<file path="config.mk">
export PLATFORM = sky130hd
export DESIGN_NAME = fifo_ready_queue_scheduler_unit
export DESIGN_NICKNAME = d
export VERILOG_FILES = /design/src/design/frqs_pkg.sv /design/src/design/fifo_ready_queue_scheduler_unit.sv
export SDC_FILE = /design/constraint.sdc
export NUM_CORES = 1
export LEC_CHECK = 0
export BUFFER_PORTS_ARGS = -buffer_cell sky130_fd_sc_hd__buf_2
export CORE_ASPECT_RATIO = 0.8
export CORE_MARGIN = 2
export CORE_UTILIZATION = 35
export CTS_CLUSTER_DIAMETER = 40
export CTS_CLUSTER_SIZE = 30
export DETAILED_ROUTE_END_ITERATION = 12
export PLACE_DENSITY = 0.52
export SKIP_LAST_GASP = 1
export SYNTH_ARGS = -nofsm -noshare
export SYNTH_HDL_FRONTEND = slang
export SYNTH_SLANG_ARGS = --single-unit
</file>
<file path="constraint.sdc">
create_clock -name clk -period 4.4 [get_ports clk]
set_input_delay 0.44 -clock clk [delete_from_list [all_inputs] [get_ports clk]]
set_output_delay 0.44 -clock clk [all_outputs]
set_load 0.005 [all_outputs]
</file>
<file path="src/design/frqs_pkg.sv">
package frqs_pkg;

    // queue geometry
    localparam int QUEUE_DEPTH = 64;
    localparam int ID_BITS     = 8;

    // field widths, all but PTR_W seen at the ports
    localparam int CMD_W = 2;
    localparam int ID_W  = 8;
    localparam int CNT_W = $clog2(QUEUE_DEPTH + 1);
    localparam int PTR_W = $clog2(QUEUE_DEPTH);

    typedef enum logic [CMD_W-1:0] {
        CMD_ADD   = 2'd0,
        CMD_YIELD = 2'd1,
        CMD_TERM  = 2'd2,
        CMD_NOP   = 2'd3
    } cmd_t;

    typedef enum logic [1:0] {
        STAT_OK    = 2'd0,
        STAT_FULL  = 2'd1,
        STAT_EMPTY = 2'd2
    } status_t;

    typedef enum logic [1:0] {
        S_IDLE,
        S_EXEC,
        S_TERM,
        S_REPLY
    } fqs_state_t;

    // circular slot index: head plus an offset below the depth, one compare and subtract
    function automatic logic [PTR_W-1:0] slot_of(
        input logic [PTR_W-1:0] head,
        input logic [PTR_W-1:0] offset
    );
        logic [PTR_W:0] sum;
        sum = {1'b0, head} + {1'b0, offset};
        if (sum >= (PTR_W+1)'(QUEUE_DEPTH))
        begin
            sum = sum - (PTR_W+1)'(QUEUE_DEPTH);
        end
        return sum[PTR_W-1:0];
    endfunction

endpackage

</file>
<file path="src/design/fifo_ready_queue_scheduler_unit.sv">
// FIFO ready queue of thread identifiers, one command per item and exactly one
// result item per command. add appends thread_id at the tail (status full and
// nothing stored when all QUEUE_DEPTH slots are taken); yield pops the head and
// returns it in dispatch_id with dispatch_valid set (status empty on an empty
// queue); terminate deletes every entry equal to thread_id, keeps the order of
// the rest and reports how many went in removed_count; command code 3 does
// nothing. queue_count always gives the fill level after the command. The
// queue lives in a single-port-write, single-port-read memory with a
// registered read, and one item is worked on at a time: in_stall is high from
// the cycle after an item is taken until its result has been moved to the
// output register. add, yield and the unused code take one execute step and
// then the reply step; terminate walks the queue through the memory read port
// one entry per cycle, compacting survivors in place through the write port,
// and goes to the reply step once the last entry read has been compared. A
// stalled output register that still holds the previous result holds the
// reply step until it is free. The output register keeps a finished result
// while the next item is already accepted and worked on.
module fifo_ready_queue_scheduler_unit
    import frqs_pkg::*;
(
    input  logic             clk,
    input  logic             rst_n,

    input  logic             in_valid,
    output logic             in_stall,
    input  logic [CMD_W-1:0] cmd,
    input  logic [ID_W-1:0]  thread_id,

    output logic             out_valid,
    input  logic             out_stall,
    output logic             dispatch_valid,
    output logic [ID_W-1:0]  dispatch_id,
    output logic [CNT_W-1:0] queue_count,
    output logic [CNT_W-1:0] removed_count,
    output logic [1:0]       status
);

    // sequencer
    fqs_state_t state_reg, state_next;

    // latched command
    cmd_t                 cmd_reg, cmd_next;
    logic [ID_BITS-1:0]   tid_reg, tid_next;

    // queue bookkeeping
    logic [PTR_W-1:0]     head_reg, head_next;
    logic [CNT_W-1:0]     count_reg, count_next;

    // terminate walk
    logic [CNT_W-1:0]     rd_idx_reg, rd_idx_next;
    logic [CNT_W-1:0]     kept_reg, kept_next;
    logic [CNT_W-1:0]     removed_reg, removed_next;
    logic                 pend_reg, pend_next;

    // finished result waiting for the output register
    logic                 res_dvalid_reg, res_dvalid_next;
    logic [ID_BITS-1:0]   res_id_reg, res_id_next;
    logic [CNT_W-1:0]     res_removed_reg, res_removed_next;
    status_t              res_status_reg, res_status_next;

    // output register
    logic                 out_valid_reg, out_valid_next;
    logic                 dvalid_reg, dvalid_next;
    logic [ID_W-1:0]      did_reg, did_next;
    logic [CNT_W-1:0]     qcount_reg, qcount_next;
    logic [CNT_W-1:0]     rcount_reg, rcount_next;
    status_t              status_reg, status_next;

    // queue memory
    logic [ID_BITS-1:0]   mem [QUEUE_DEPTH];
    logic                 mem_rd_en;
    logic [PTR_W-1:0]     mem_rd_addr;
    logic [ID_BITS-1:0]   rd_data_reg;
    logic                 mem_wr_en;
    logic [PTR_W-1:0]     mem_wr_addr;
    logic [ID_BITS-1:0]   mem_wr_data;

    logic                 accept;
    logic                 slot_free;
    logic                 walk_issue;

    assign accept     = in_valid && (state_reg == S_IDLE);
    assign slot_free  = !out_valid_reg || !out_stall;
    assign walk_issue = (rd_idx_reg < count_reg);

    // next state
    always_comb
    begin
        state_next = state_reg;
        case (state_reg)
            S_IDLE:
            begin
                if (in_valid)
                begin
                    if (cmd_t'(cmd) == CMD_TERM)
                    begin
                        state_next = S_TERM;
                    end
                    else
                    begin
                        state_next = S_EXEC;
                    end
                end
            end
            S_EXEC:
            begin
                state_next = S_REPLY;
            end
            S_TERM:
            begin
                // walk done once nothing is issued and nothing is in flight
                if (!walk_issue && !pend_reg)
                begin
                    state_next = S_REPLY;
                end
            end
            S_REPLY:
            begin
                if (slot_free)
                begin
                    state_next = S_IDLE;
                end
            end
            default:
            begin
                state_next = S_IDLE;
            end
        endcase
    end

    // datapath and memory control
    always_comb
    begin
        in_stall         = (state_reg != S_IDLE);

        cmd_next         = cmd_reg;
        tid_next         = tid_reg;
        head_next        = head_reg;
        count_next       = count_reg;
        rd_idx_next      = rd_idx_reg;
        kept_next        = kept_reg;
        removed_next     = removed_reg;
        pend_next        = 1'b0;

        res_dvalid_next  = res_dvalid_reg;
        res_id_next      = res_id_reg;
        res_removed_next = res_removed_reg;
        res_status_next  = res_status_reg;

        out_valid_next   = out_valid_reg && out_stall;
        dvalid_next      = dvalid_reg;
        did_next         = did_reg;
        qcount_next      = qcount_reg;
        rcount_next      = rcount_reg;
        status_next      = status_reg;

        mem_rd_en        = 1'b0;
        mem_rd_addr      = head_reg;
        mem_wr_en        = 1'b0;
        mem_wr_addr      = head_reg;
        mem_wr_data      = tid_reg;

        case (state_reg)
            S_IDLE:
            begin
                if (accept)
                begin
                    cmd_next     = cmd_t'(cmd);
                    tid_next     = thread_id[ID_BITS-1:0];
                    rd_idx_next  = '0;
                    kept_next    = '0;
                    removed_next = '0;
                    // head fetched early so a yield finds it in the next cycle
                    mem_rd_en    = (cmd_t'(cmd) == CMD_YIELD);
                    mem_rd_addr  = head_reg;
                end
            end
            S_EXEC:
            begin
                res_dvalid_next  = 1'b0;
                res_id_next      = '0;
                res_removed_next = '0;
                res_status_next  = STAT_OK;
                case (cmd_reg)
                    CMD_ADD:
                    begin
                        if (count_reg == CNT_W'(QUEUE_DEPTH))
                        begin
                            res_status_next = STAT_FULL;
                        end
                        else
                        begin
                            mem_wr_en   = 1'b1;
                            mem_wr_addr = slot_of(head_reg, count_reg[PTR_W-1:0]);
                            mem_wr_data = tid_reg;
                            count_next  = count_reg + CNT_W'(1);
                        end
                    end
                    CMD_YIELD:
                    begin
                        if (count_reg == '0)
                        begin
                            res_status_next = STAT_EMPTY;
                        end
                        else
                        begin
                            res_dvalid_next = 1'b1;
                            res_id_next     = rd_data_reg;
                            head_next       = slot_of(head_reg, PTR_W'(1));
                            count_next      = count_reg - CNT_W'(1);
                        end
                    end
                    default:
                    begin
                        // unused code, nothing changes
                    end
                endcase
            end
            S_TERM:
            begin
                // read side: next entry of the walk
                if (walk_issue)
                begin
                    mem_rd_en   = 1'b1;
                    mem_rd_addr = slot_of(head_reg, rd_idx_reg[PTR_W-1:0]);
                    rd_idx_next = rd_idx_reg + CNT_W'(1);
                    pend_next   = 1'b1;
                end
                // compare side: the entry read last cycle
                if (pend_reg)
                begin
                    if (rd_data_reg == tid_reg)
                    begin
                        removed_next = removed_reg + CNT_W'(1);
                    end
                    else
                    begin
                        // kept never runs ahead of the read index, so no unread slot is hit
                        mem_wr_en   = 1'b1;
                        mem_wr_addr = slot_of(head_reg, kept_reg[PTR_W-1:0]);
                        mem_wr_data = rd_data_reg;
                        kept_next   = kept_reg + CNT_W'(1);
                    end
                end
                if (!walk_issue && !pend_reg)
                begin
                    count_next       = kept_reg;
                    res_dvalid_next  = 1'b0;
                    res_id_next      = '0;
                    res_removed_next = removed_reg;
                    res_status_next  = STAT_OK;
                end
            end
            S_REPLY:
            begin
                if (slot_free)
                begin
                    out_valid_next = 1'b1;
                    dvalid_next    = res_dvalid_reg;
                    did_next       = ID_W'(res_id_reg);
                    qcount_next    = count_reg;
                    rcount_next    = res_removed_reg;
                    status_next    = res_status_reg;
                end
            end
            default:
            begin
            end
        endcase
    end

    // control registers
    always_ff @(posedge clk or negedge rst_n)
    begin
        if (!rst_n)
        begin
            state_reg     <= S_IDLE;
            head_reg      <= '0;
            count_reg     <= '0;
            rd_idx_reg    <= '0;
            kept_reg      <= '0;
            removed_reg   <= '0;
            pend_reg      <= 1'b0;
            out_valid_reg <= 1'b0;
        end
        else
        begin
            state_reg     <= state_next;
            head_reg      <= head_next;
            count_reg     <= count_next;
            rd_idx_reg    <= rd_idx_next;
            kept_reg      <= kept_next;
            removed_reg   <= removed_next;
            pend_reg      <= pend_next;
            out_valid_reg <= out_valid_next;
        end
    end

    // payload registers
    always_ff @(posedge clk)
    begin
        cmd_reg         <= cmd_next;
        tid_reg         <= tid_next;
        res_dvalid_reg  <= res_dvalid_next;
        res_id_reg      <= res_id_next;
        res_removed_reg <= res_removed_next;
        res_status_reg  <= res_status_next;
        dvalid_reg      <= dvalid_next;
        did_reg         <= did_next;
        qcount_reg      <= qcount_next;
        rcount_reg      <= rcount_next;
        status_reg      <= status_next;
    end

    // queue memory, registered read
    always_ff @(posedge clk)
    begin
        if (mem_wr_en)
        begin
            mem[mem_wr_addr] <= mem_wr_data;
        end
        if (mem_rd_en)
        begin
            rd_data_reg <= mem[mem_rd_addr];
        end
    end

    assign out_valid      = out_valid_reg;
    assign dispatch_valid = dvalid_reg;
    assign dispatch_id    = did_reg;
    assign queue_count    = qcount_reg;
    assign removed_count  = rcount_reg;
    assign status         = status_reg;

`ifndef SYNTHESIS
    // fill level never passes the depth
    a_count_range: assert property (@(posedge clk) disable iff (!rst_n)
        count_reg <= CNT_W'(QUEUE_DEPTH))
        else $error("queue fill level above depth");

    // every entry of the walk is either kept, removed or still in flight
    a_walk_balance: assert property (@(posedge clk) disable iff (!rst_n)
        (state_reg == S_TERM) |->
        ((CNT_W+1)'(kept_reg) + (CNT_W+1)'(removed_reg) + (CNT_W+1)'(pend_reg)
            == (CNT_W+1)'(rd_idx_reg)))
        else $error("terminate walk lost track of an entry");

    // a new result only comes out of the reply step
    a_result_source: assert property (@(posedge clk) disable iff (!rst_n)
        $rose(out_valid_reg) |-> $past(state_reg == S_REPLY))
        else $error("result raised outside the reply step");

    // a dropped add always reports a full queue
    a_full_count: assert property (@(posedge clk) disable iff (!rst_n)
        (out_valid_reg && (status_reg == STAT_FULL)) |->
        (qcount_reg == CNT_W'(QUEUE_DEPTH)))
        else $error("full status with queue not full");
`endif

endmodule

</file>
==> results.yml, run 1 <==
status:
  status: "completed"
global_route:
  grt_max_degree: 81
  use_met1: 0.292
  antenna_found_initial: 0
  first_global_vias: 16100
  grtUsageMet2: 0.290
  grt-busiest-layer: "met1"
  grt_pass1_wl_mm: 109
  met3_usage: 0.0373
  grt_usage: 0.196
  grt.overflow.total: 0
timing:
  maxSlewHeadroom: 0.256
  period_share: 0.949
  setup_ws_ps: 223
  worstMarginPinSlew_ps: 1120
  clock_skew_ps: 38.5
  setup_viol: 0
  max_freq_mhz: 239
  slew_viol_final: 0
  finalHoldViolCount: 0
  rsz0062_at_grt: "no"
  final.min_clock_period_ps: 4180
  setup_tns_ps: 0
clock_tree:
  h-tree-depth: 3
  cts_num_sinks: 611
  cts_setup_buffers: 0
  numCtsBuffers: 82
  clock_latency_ps: 650
  cts.path.max_buffers: 3
  cts_tree: "built"
  cts-root-buf: "clkbuf_16"
  path_clk_slew_ps: 60
synthesis:
  synthAdderAreaFrac: 0.0196
  synth_common_cells: "edfxtp_1, nand2_1, nand3_1"
  syn_nets: 1975
  yosysMostFrequentCell: "edfxtp_1"
  ys_ff_latch: 611
  yosysUniqueCellTypes: 69
  ys_warn_count: 0
  synth_xor_area_frac: 0.0132
  synth_top_family_by_area: "simple AND/OR/NAND/NOR gates"
  synth_cells: 1923
  synth_ff_type: "edfxtp_1"
  ys_top_cells_by_area: "edfxtp_1, nand2_1, dfrtp_1, mux2i_1, nand3_1"
  synthesis.area_sq_um: 25900
  netlist.area_leader.share: 0.666
  synth.area.mux_share: 0.0476
  synth-edff-count: 573
  ys_seq_area_frac: 0.702
  synth_top_area_cell: "edfxtp_1"
  synth-simple-area-share: 0.124
  synth.avg_cell_area_sq_um: 13.4
  synth_compound_area_frac: 0.0673
  ys_async_sr_fraction: 0.0622
placed_design:
  post_dp_cell_area_sq_um: 27800
  preCtsSetupSlack_ps: 234
  numPortBuffers: 40
  post-dp-hpwl_mm: 48.8
  gp_congestion: 0.834
critical_path:
  crit_fanout: 35
  cp.arrival_ps: 4580
  worst-r2r-cell-count: 13
  endpoint_kind: "flip-flop"
  cpPeakStageDelay_ps: 530
  cp_top_family: "compound AO/OA/AOI/OAI gates"
  path_class: "reg -> reg"
  reg2reg_from: "count_reg[6]"
  worstPathRequired_ps: 4800
  cp_num_buf_inv: 3
  crit_path_start_kind: "flip-flop"
  path_cells: "inv_1, ha_1, a21oi_1, o211ai_1, a21o_4, inv_6, mux2_8, buf_12, mux2i_1, o221ai_1, a31oi_1, a22oi_1, and3_1"
  rr_endpoint: "rd_data_reg[7]"
  slowest_stage: "mux2_8"
  r2r_slack_ps: 220
floorplan:
  die_area_sq_um: 76100
  ios: 41
  row_count: 89
  die_w_um: 308
  start_util: 0.352
  die_h_um: 247
  core_sq_um: 73400
min_path:
  hold_path_end: "out_valid"
  hold-path-cell-count: 2
  min-delay-path-class: "in -> reg"
  hp-start: "out_stall"
cells_and_area:
  antenna_cells: 0
  final_cell_area_sq_um: 30800
  largest_reg_flops: 512
  drive_gt1_frac: 0.156
  largest_register: "mem"
  nNetsFinal: 2130
  syn2layout_area_growth_pct: 19.0
detailed_routing:
  drcViolationCount: 0
  drt-wirelength-per-cell_um: 23.8
  wl_mm: 73.9
  via_per_inst: 5.36
  drt_first_iter_violations: 1914
  ant_nets: 0
  first_pass_iters: 5
  dr_total_vias: 16600
power_and_ir_drop:
  power.density_nw_per_um2: 778
  max-vdd-ir-drop_mv: 0.619
  p_leak_uw: 0.0109
flow_run:
  cap_violations: 0
-- metrics by stage --
| step | hold slack (ps) | utilization | cells | power, uW |
|---|---|---|---|---|
| after detailed placement | 406 | 0.378 | 2938 | 16900 |
| final | 61.9 | 0.419 | 3099 | 23900 |
| after floorplan | 144 | - | 1923 | 13600 |
| after global routing | 55.7 | 0.419 | 3099 | 25100 |
| after global placement | 401 | 0.378 | 2938 | 16900 |
| after CTS | 30.6 | 0.419 | 3099 | 24000 |
-- metal layers --
metal / wire [um] / vias to the layer above
met4: 1470 / 0
met1: 35000 / 8365
li1: - / 7520
met3: 5120 / 104
met5: 0 / -
met2: 32300 / 629
-- cell type report --
class	instances	area (sq um)
Inverter	40	155
Clock inverter	55	756
Timing Repair Buffer	168	1280
Tap cell	955	1190
Multi-Input combinational cell	1175	7090
Fill cell	6648	42600
Sequential cell	611	18200
Clock buffer	95	2140
-- power by group --
part | switching (uW) | internal [uW] | total, uW
combinational | 6470 | 2950 | 9420
clock | 2680 | 4330 | 7010
sequential | 271 | 7230 | 7500
-- worst reg2reg max path, cell delays in order, from the launching register on --
cell	delay [ps]
dfrtp_1	430
inv_1	130
ha_1	320
a21oi_1	160
o211ai_1	180
a21o_4	310
inv_6	210
mux2_8	540
buf_12	240
mux2i_1	210
o221ai_1	140
a31oi_1	510
a22oi_1	320
and3_1	250
-- worst max-delay path by stage --
| stage | start | to | slack (ps) | cells past startpoint |
|---|---|---|---|---|
| after global placement | count_reg[6] | rd_data_reg[7] | 240 | 13 |
| after floorplan | head_reg[1] | mem[10][0] | 930 | 14 |
| after global routing | count_reg[6] | rd_data_reg[7] | 4 | 13 |
| final | count_reg[6] | rd_data_reg[7] | 220 | 13 |
| after CTS | count_reg[6] | rd_data_reg[7] | 240 | 13 |
| after detailed placement | count_reg[6] | rd_data_reg[7] | 230 | 13 |
-- placed cells by master, fill, tap and decap left out, types with 13 or more instances in the layout --
cell       instances
edfxtp_1         573
a21oi_1           59
o22ai_1           27
xor2_1            13
buf_4            110
clkbuf_16         84
mux2_2            15
mux2i_1           88
a31oi_1           27
dfrtp_1           38
nand2_1          356
xnor2_1           26
inv_1             39
ha_1              34
o21ai_0           25
nand4_1           16
buf_2             40
and3_1            16
bufinv_16         13
a21o_1            13
nor3_1            19
nand3_1          171
nor2_1           107
-- cell families (layout without fill, tap and decap cells) --
family	after synthesis	in the layout
XOR/XNOR	39	39
AO/OA/AOI/OAI	254	254
buffers and inverters	137	358
AND/OR/NAND/NOR	731	731
flip-flops	611	611
multiplexers	113	113
adder cells (fa/ha/maj)	38	38
-- timing repair --
item | 4_1_cts | 5_1_grt
hold buffers | 11 | 0
setup endpoints to repair | 0 | 1
hold endpoints to repair | 48 | 0
gates resized for setup | 0 | 1
Power figures use the tool's default switching activity.
==> inputs of run 2 (changes only) <==
- ABC_AREA: default -> 1
- GPL_ROUTABILITY_DRIVEN: default -> 0
==> run 2 against run 1 <==
Highest routed layer is now met5; hold slack lost 7.8 ps; area after synthesis is 8.6% higher; critical path depth up 4; power is 10% higher; critical endpoint is now rd_data_reg[2]; combinational power up 30%; final cell count is 27% higher; critical path type unchanged; first-iteration DRC count shrank 3.3%; final area up 5.2%.
==> results.yml, run 2 <==
critical_path:
  worstPathRequired_ps: 4780
  r2r_slack_ps: 460
  endpoint_kind: "flip-flop"
  cpPeakStageDelay_ps: 610
  slowest_stage: "buf_4"
  crit_path_start_kind: "flip-flop"
  crit_fanout: 48
  path_class: "reg -> reg"
  path_cells: "inv_1, ha_1, nand2_1, inv_1, nand2_1, nand2_1, nand2_2, nand3_4, inv_2, o21ai_4, inv_2, buf_4, nand3_1, nand3_1, nand3_1, nand3_1, nand2_1"
  cp.arrival_ps: 4320
power_and_ir_drop:
  p_comb_frac: 0.463
  power.density_nw_per_um2: 814
  p_leak_uw: 0.0136
  power_frac_clock: 0.248
  swShare: 0.450
  power_frac_seq: 0.289
  p_int_uw: 14500
  power.switching_uw: 11900
  max-vdd-ir-drop_mv: 0.573
cells_and_area:
  post-route-util: 0.409
  syn2layout_area_growth_pct: 15.4
  largest_register: "mem"
  largest_reg_flops: 512
  nNetsFinal: 2896
  antenna_cells: 0
  num-fill-cells: 7575
  final_cell_area_sq_um: 32400
  finalNonFillerCells: 3941
  drive_gt1_frac: 0.0963
  layout_commonest_cell: "nand2_1"
  final_cell_mix: "nand2_1, edfxtp_1, inv_1, nand3_1, nor2_1"
clock_tree:
  cts_num_sinks: 611
  numCtsBuffers: 75
  cts.path.max_buffers: 3
  cts-root-buf: "clkbuf_16"
  cts_setup_buffers: 0
  clock_latency_ps: 650
  cts_tree: "built"
  h-tree-depth: 3
  path_clk_slew_ps: 60
timing:
  maxSlewHeadroom: 0.294
  max_freq_mhz: 254
  rsz0062_at_grt: "no"
  slew_viol_final: 0
  period_share: 0.896
  setup_viol: 0
  clock_skew_ps: 31.1
  worstMarginPinSlew_ps: 1050
  final.min_clock_period_ps: 3940
  finalHoldViolCount: 0
placed_design:
  numPortBuffers: 40
  post_dp_cell_area_sq_um: 29600
  post-dp-hpwl_mm: 50.3
  post-place-cells: 3790
min_path:
  min-delay-path-class: "in -> reg"
global_route:
  grt_max_degree: 84
  grt-busiest-layer: "met2"
  grt_usage: 0.193
  antenna_found_initial: 1
  grt.overflow.total: 0
  first_global_vias: 19200
  grtUsageMet2: 0.287
  met3_usage: 0.0516
  grt_pass1_wl_mm: 120
  use_met1: 0.274
synthesis:
  ys_ff_latch: 611
  yosysMostFrequentCell: "nand2_1"
  synth_cells: 2763
  synth_common_cells: "nand2_1, edfxtp_1, inv_1"
  yosysUniqueCellTypes: 45
  ys_warn_count: 0
  synth.avg_cell_area_sq_um: 10.2
  ys_top_cells_by_area: "edfxtp_1, nand2_1, nand3_1, inv_1, dfrtp_1"
  ys_seq_area_frac: 0.647
  ys_async_sr_fraction: 0.0622
  synthesis.area_sq_um: 28100
  syn_nets: 2815
  netlist.area_leader.share: 0.613
  synth_top_area_cell: "edfxtp_1"
  synth_ff_type: "edfxtp_1"
  synth-edff-count: 573
detailed_routing:
  drcViolationCount: 0
  first_pass_iters: 5
  ant_nets: 0
  drt-wirelength-per-cell_um: 20.1
  wl_mm: 79.2
  dr_total_vias: 19600
  via_per_inst: 4.97
  drt_first_iter_violations: 1851
floorplan:
  core_sq_um: 79100
  die_h_um: 257
  ios: 41
  row_count: 92
  start_util: 0.355
  die_w_um: 321
  die_area_sq_um: 82500
flow_run:
  cap_violations: 0
status:
  status: "completed"
==> run 2: cell type report <==
class,count,area [sq um],area share
Multi-Input combinational cell,1527,7380,0.228
Tap cell,1034,1290,0.0400
Sequential cell,611,18200,0.561
Inverter,511,1920,0.0592
Timing Repair Buffer,118,993,0.0307
Clock inverter,61,699,0.0216
Clock buffer,79,1930,0.0597
==> run 2: power groups by stage <==
| stage | registers (uW) | logic (uW) | clock network, uW |
|---|---|---|---|
| after floorplan | 7660 | 8070 | 0 |
| after global placement | 7730 | 12000 | 0 |
| after detailed placement | 7740 | 12000 | 0 |
| after CTS | 7620 | 12100 | 6640 |
| after global routing | 7660 | 13400 | 6880 |
| final | 7620 | 12200 | 6520 |
==> run 2: per-layer routing <==
metal | routed length, um | vias to the layer above
li1 | - | 9229
met1 | 36300 | 9535
met2 | 34200 | 658
met3 | 6290 | 157
met4 | 2400 | 2
met5 | 13 | -
==> run 2: final timing paths <==
path                           startpoint        endpoint  cells after the start
min in group asynchronous           rst_n       out_valid                      2
max                          count_reg[1]  rd_data_reg[2]                     17
min                                cmd[1]      cmd_reg[1]                      1
min reg2reg                res_dvalid_reg  dispatch_valid                      0
max reg2reg                  count_reg[1]  rd_data_reg[2]                     17
max in group asynchronous           rst_n        pend_reg                      2
==> run 2: cell families (layout without fill, tap and decap cells) <==
kind of cell / count (synthesis) / in the layout / synth area share
AOI/OAI and AO/OA: 99 / 99 / 0.0203
xor gates and xnor gates: 22 / 22 / 0.00713
and+or+nand+nor: 1368 / 1368 / 0.213
buffers and inverters: 625 / 769 / 0.0948
DFF: 611 / 611 / 0.647
adders and majority gates: 38 / 38 / 0.0180
==> run 2: per-stage QoR <==
| stage | TNS [ps] | setup WS (ps) | power (uW) | hold WS (ps) |
|---|---|---|---|---|
| 5_1_grt | 0 | 186 | 27900 | 27.9 |
| 2_1_floorplan | -25190 | -49.2 | 15700 | 144 |
| 4_1_cts | 0 | 515 | 26300 | 20.1 |
| 3_3_place_gp | 0 | 539 | 19800 | 402 |
| 3_5_place_dp | 0 | 529 | 19800 | 405 |
| 6_report | 0 | 456 | 26400 | 54.1 |
==> run 2: worst max-delay path, delay by kind of cell, from the launching register on <==
family	cells	cell delay (ps)
AOI/OAI and AO/OA	1	110
adders and majority gates	1	280
buffers and inverters	5	1460
DFF	1	440
and+or+nand+nor	10	1310
==> run 2: timing repair <==
item	4_1_cts	5_1_grt
hold buffers	10	0
hold endpoints to repair	47	0
resized for setup	0	0
